==> config.mk <==
export PLATFORM = sky130hd
export DESIGN_NAME = gdda_front
export DESIGN_NICKNAME = d
export VERILOG_FILES = /design/src/rtl/gdda_pkg.sv /design/src/rtl/gdda_front.sv
export SDC_FILE = /design/constraint.sdc
export NUM_CORES = 1
export LEC_CHECK = 0
export ABC_AREA = 1
export BUFFER_PORTS_ARGS = -buffer_cell sky130_fd_sc_hd__buf_2
export CELL_PAD_IN_SITES_DETAIL_PLACEMENT = 2
export CELL_PAD_IN_SITES_GLOBAL_PLACEMENT = 2
export CORE_MARGIN = 1.5
export CORE_UTILIZATION = 35
export CTS_CLUSTER_SIZE = 8
export DETAILED_ROUTE_END_ITERATION = 8
export HOLD_SLACK_MARGIN = 0.08
export PLACE_DENSITY_LB_ADDON = 0.1
export SYNTH_ARGS = -nofsm -noshare
export SYNTH_HDL_FRONTEND = slang
export SYNTH_SLANG_ARGS = --single-unit
==> constraint.sdc <==
create_clock -name clk -period 5.2 [get_ports clk]
set_clock_uncertainty 0.05 [all_clocks]
set_input_delay 0.78 -clock clk [delete_from_list [all_inputs] [get_ports clk]]
set_output_delay 0.78 -clock clk [all_outputs]
set_load 0.005 [all_outputs]
==> src/rtl/gdda_pkg.sv <==
// Shared types and constants of the grid DDA ray caster.
package gdda_pkg;

	localparam int REG_W     = 16;
	localparam int COL_W     = 10;
	localparam int IDX_W     = 6;
	localparam int CELL_W    = 10;            // signed walk cell, covers -1..257
	localparam int DVD_W     = 32;
	localparam int DSR_W     = 28;
	localparam int CAM_W     = 26;
	localparam int PROD_W    = 42;
	localparam int RAY_W     = 28;
	localparam int SPOS_W    = 11;
	localparam int DIST_W    = 24;
	localparam int QDEPTH    = 2;

	localparam logic [31:0]       SAT32     = 32'hFFFF_FFFF;
	localparam logic [DIST_W-1:0] DIST_MAX  = 24'hFF_FFFF;
	localparam logic [9:0]        NUDGE_Q10 = 10'd10;
	localparam logic [SPOS_W-1:0] ONE_Q10   = 11'd1024;
	localparam logic [CAM_W-1:0]  CAM_BIAS  = 26'd16384;
	localparam logic [DVD_W-1:0]  RECIP_NUM = 32'h0100_0000;

	typedef enum logic [2:0] {
		REG_PLAYER_X    = 3'd0,
		REG_PLAYER_Y    = 3'd1,
		REG_VIEW_DIR_X  = 3'd2,
		REG_VIEW_DIR_Y  = 3'd3,
		REG_CAM_PLANE_X = 3'd4,
		REG_CAM_PLANE_Y = 3'd5
	} reg_idx_t;

	typedef enum logic [1:0] {
		OP_SKIP  = 2'd0,
		OP_WRITE = 2'd1,
		OP_CAST  = 2'd2
	} op_t;

	typedef struct packed {
		logic             mode;
		logic [COL_W-1:0] column;
		logic [IDX_W-1:0] cell_x;
		logic [IDX_W-1:0] cell_y;
		logic             cell_is_wall;
	} req_t;

	typedef struct packed {
		logic [DIST_W-1:0] wall_distance;
		logic              hit_side;
		logic [IDX_W-1:0]  hit_x;
		logic [IDX_W-1:0]  hit_y;
		logic              left_map;
	} rsp_t;

	typedef struct packed {
		op_t              op;
		logic [COL_W-1:0] column;
		logic [IDX_W-1:0] cell_x;
		logic [IDX_W-1:0] cell_y;
		logic             wall;
	} qent_t;

	typedef struct packed {
		logic [REG_W-1:0]        player_x;
		logic [REG_W-1:0]        player_y;
		logic signed [REG_W-1:0] view_dir_x;
		logic signed [REG_W-1:0] view_dir_y;
		logic signed [REG_W-1:0] cam_plane_x;
		logic signed [REG_W-1:0] cam_plane_y;
	} cfg_t;

endpackage

==> src/rtl/gdda_front.sv <==
// Front end: accepts requests, classifies them and queues them for the walker.
module gdda_front #(
	parameter int MAP_SIDE = 64
) (
	input  logic            clk,
	input  logic            arst_n,
	input  gdda_pkg::req_t  req,
	input  logic            req_valid,
	output logic            req_ready,
	input  logic            clearing,
	output logic            q_valid,
	output gdda_pkg::qent_t q_ent,
	input  logic            q_pop
);
	import gdda_pkg::*;

	qent_t       ent_q [QDEPTH];
	logic        wr_ptr_q, rd_ptr_q;
	logic [1:0]  cnt_q;
	qent_t       cls;
	logic        push;

	always_comb begin
		cls.column = req.column;
		cls.cell_x = req.cell_x;
		cls.cell_y = req.cell_y;
		cls.wall   = req.cell_is_wall;
		if (req.mode) begin
			cls.op = OP_CAST;
		end else if (int'(req.cell_x) < MAP_SIDE && int'(req.cell_y) < MAP_SIDE) begin
			cls.op = OP_WRITE;
		end else begin
			cls.op = OP_SKIP;
		end
	end

	assign req_ready = !clearing && (cnt_q != 2'(QDEPTH));
	assign push      = req_valid && req_ready;
	assign q_valid   = (cnt_q != 2'd0);
	assign q_ent     = ent_q[rd_ptr_q];

	always_ff @(posedge clk or negedge arst_n) begin
		if (!arst_n) begin
			wr_ptr_q <= 1'b0;
			rd_ptr_q <= 1'b0;
			cnt_q    <= 2'd0;
		end else begin
			if (push) wr_ptr_q <= ~wr_ptr_q;
			if (q_pop) rd_ptr_q <= ~rd_ptr_q;
			cnt_q <= cnt_q + 2'(push) - 2'(q_pop);
		end
	end

	always_ff @(posedge clk) begin
		if (push) ent_q[wr_ptr_q] <= cls;
	end

`ifndef SYNTHESIS
	a_no_overflow: assert property (@(posedge clk) disable iff (!arst_n)
		cnt_q <= 2'(QDEPTH))
		else $error("request queue overflow");
`endif

endmodule

# Yosys cells after proc, flatten, opt, wreduce, memory -nomap -nowiden
# Memories as Yosys holds them, arrays and structs flattened.
# Index checks and enable logic that the tools add are counted.
[word_totals] register_bits=4 ram_bits=50 inputBits=29 out_inout_bits=27 n_memories=1
[mem_list] memory="ent_q" words=2 width=25 rd=1 rd_clocked_by_memory_dff=0 write_ports=1 line_no="gdda_front.sv:17" rtl="qent_t ent_q [QDEPTH];"
[classes] add_sub_neg=2 n_eq_ne=1 n_mux=3 bitwise=2 n_reduce_logical=4
[ops] cell="$add 2x1->2" count=1
[ops] cell="$logic_and 1x1->1" count=2
[ops] cell="$mux 1" count=2
[ops] cell="$mux 2" count=1
[ops] cell="$ne 2x2->1 const B" count=1
[ops] cell="$not 1->1" count=2
[ops] cell="$reduce_bool 2->1" count=1
[ops] cell="$sub 2x1->2" count=1
[ops] cell="$logic_not 1->1" count=1

# Depth between registers and ports, before layout
[depth] ltp_word=5 depth_mapped=9 ltp_nobuf=9

# Least setup slack after synthesis
# Ideal clock, no wire load.
[synth_timing] kind="input to register" start="input clearing" end="memory ent_q[1][0] (netlist name), enable pin" setup_ps=407 t_arrival_ps=2027 slack_ps=2716 cell_stages=3 n_path_buf=0 cell_sequence="inv_1 nand3_1 nor2_1"
[synth_via] elab_chain_len=5
[synth_rtl] item="start: declaration" line_no="gdda_front.sv:10" rtl="input logic clearing,"
[synth_rtl] item="$logic_not 1->1" line_no="gdda_front.sv:37" rtl="assign req_ready = !clearing && (cnt_q != 2'(QDEPTH));"
[synth_rtl] item="$logic_and 1x1->1" line_no="gdda_front.sv:37"
[synth_rtl] item="$logic_and 1x1->1" line_no="gdda_front.sv:38" rtl="assign push = req_valid && req_ready;"
[synth_rtl] item="$mux 1" line_no="gdda_front.sv:55" rtl="if (push) ent_q[wr_ptr_q] <= cls;"
[synth_rtl] item="$mux 1 (implied by the code)" line_no="gdda_front.sv:55"
[synth_rtl] item="end: declaration" line_no="gdda_front.sv:17"
# No other way between the ends.

==> results_dict.tcl <==
set metrics [dict create \
    crit_buf_inv 1 \
    dieArea_sq_um 6850 \
    ant_nets 0 \
    synth_xor_area_share_pct 0.393 \
    most-common-layout-cells "55 x buf_2, 50 x edfxtp_1, 34 x inv_1, 34 x nand2_1, 25 x o21ai_2" \
    cap_violations 0 \
    finalHoldViolations 0 \
    ctsHtreeMaxLevel 2 \
    overflow 0 \
    setup_viol 0 \
    nFillCells 637 \
    ys_warn_count 0 \
    initial_core_util_pct 37.0 \
    post_cts_buffers 0 \
    path_cells "nand2_1, o21ai_2, buf_2" \
    leakage_nw 1.13 \
    tightest_slew_ns 1.16 \
    cts.clk_slew.worst_paths_ns 0.09 \
    rsz0062_at_grt "no" \
    synth-edff-count 50 \
    drt_iter0_drc 23 \
    synth.distinct_cells 13 \
    finalWirelength_mm 4.56 \
    cp.arrival_ns 1.90 \
    yosysSeqAreaShare_pct 71.9 \
    synthSimpleGateAreaFrac_pct 6.63 \
    ctsResizeCount 0 \
    grt_first_pass_wirelength_mm 7.16 \
    crit_cells 3 \
    diodes 0 \
    mostFrequentLayoutCell "buf_2" \
    setup.worst_path.end_class "primary output" \
    grt_antenna_before_repair 0 \
    worstPathRequired_ns 4.37 \
    slew_viol_final 0 \
    async_flop_share_pct 7.41 \
    io_pins 56 \
    core_area_sq_um 6030 \
    path_class "reg2out" \
    vias 1370 \
    crit_fanout 51 \
    synth.area.mux_share_pct 0 \
    syn_area_sq_um 2230 \
    design_area_sq_um 2610 \
    areaGrowthSynthToFinish_pct 17.1 \
    drc 0 \
    multiInputGateArea_sq_um 408 \
    power_density_nw_per_um2 461 \
    path_delay_family "flip-flops" \
    synth_ff_type "edfxtp_1" \
    syn_avg_cell_area_sq_um 13.8 \
    synth_nets 192 \
    grt_max_degree 52 \
    clk_path_buf_depth 2 \
    via_per_inst 4.66 \
    grtUsageTotal_pct 14.8 \
    grt_pass1_vias 1521 \
    cts_buffers 5 \
    synth_top_family_by_area "compound AO/OA/AOI/OAI gates" \
    synth_seq_cells 54 \
    vdd_drop_max_uv 185 \
    regArea_sq_um 1600 \
    cts_tree "built" \
    gp_congestion 0.649 \
    slowest_delay_ns 1.15 \
    die_w_microns 82.8 \
    wl_per_cell_microns 15.5 \
    rr_worst_depth 3 \
    cts_root_buf "clkbuf_8" \
    start_kind "register" \
    tns_ns 0 \
    firstDrtPassIters 2 \
    dieHeight_microns 82.8 \
    hp-class "in2async" \
    clock_latency_ns 0.30 \
    slew_headroom_pct 22.4 \
    synth_compound_area_share_pct 10.1 \
    place_hpwl_mm 3.34 \
    yosys.area_share.adder_pct 1.12 \
    syn_inst 161 \
    crit_slowest_cell "dfrtp_2" \
    fin_crit_sh_pct 52.5 \
    fin_nets 249 \
    drive_above_1_share_pct 41.6 \
    fmax_mhz 366 \
    period_needed_ns 2.73 \
    port_buffers 55 \
    status "finished clean" \
    rows 28 \
    cts_hold_buf 0 \
    place_area_sq_um 2510 \
    clkSinkCount 54 \
]
-- area by class of cell --
class	instances	area share [%]
Sequential cell	54	61.4
Timing Repair Buffer	56	10.8
Clock inverter	2	0.479
Tap cell	75	3.60
Multi-Input combinational cell	67	15.6
Clock buffer	6	3.16
Inverter	34	4.89
-- cell families after synthesis --
logic type | count (synthesis)
compound gates | 26
xor+xnor | 1
fa+ha+maj | 2
buf+inv | 40
flops | 54
simple gates | 38
-- routing by layer --
layer / vias up / part of all wire [%] / GRT usage, %
met5: - / 0 / 0
met4: 0 / 1.1 / 4.33
met2: 33 / 59 / 29.2
li1: 650 / - / -
met1: 680 / 36 / 15.1
met3: 7 / 4.0 / 3.83
-- Yosys cell counts, types with 2 or more instances --
cell type	count	area share, %
edfxtp_1	50	67
buf_6	3	1.5
ha_1	2	1.1
nand3_1	2	0.45
dfrtp_1	4	4.5
o21ai_2	25	9.8
buf_12	3	2.7
nand2_1	34	5.7
inv_1	34	5.7
-- report_power, final --
group | switching [mW] | internal [mW]
Clock | 0.131 | 0.107
Combinational | 0.171 | 0.151
Sequential | 0.0979 | 0.545
Total | 0.401 | 0.803
-- stage by stage --
step                      cells  setup slack, ns  utilization [%]  power, mW  hold WS, ns
final                       294             2.47             43.3       1.20        0.218
after global routing        294             2.26             43.3       1.30        0.204
after CTS                   294             2.39             43.3       1.23        0.212
after detailed placement    286             2.74             41.7      0.992        0.432
after global placement      286             2.84             41.7      0.959        0.407
after floorplan             161             2.72                -      0.890        0.392
-- path summary, 6_finish.rpt --
path                          start     endpoint  slack (ns)
setup / recovery           rd_ptr_q    q_ent[14]        2.47
hold / removal               arst_n     wr_ptr_q        0.22
min in group clk           wr_ptr_q     wr_ptr_q        0.45
max in group asynchronous    arst_n     rd_ptr_q        4.74
hold reg to reg            wr_ptr_q     wr_ptr_q        0.45
setup reg to reg           cnt_q[1]  ent_q[0][5]        3.28
-- worst register-to-register path, cell delays in order (launching register included) --
cell     delay (ns)
dfrtp_1        0.43
nand2_1        0.12
nand4_1        0.13
inv_1          0.80
-- state kept, by name (all words and copies together) (netlist names) --
| register | count |
|---|---|
| wr_ptr_q | 1 |
| rd_ptr_q | 1 |
| ent_q | 50 |
| cnt_q | 2 |
No activity file was read; power rests on OpenSTA's default activity.
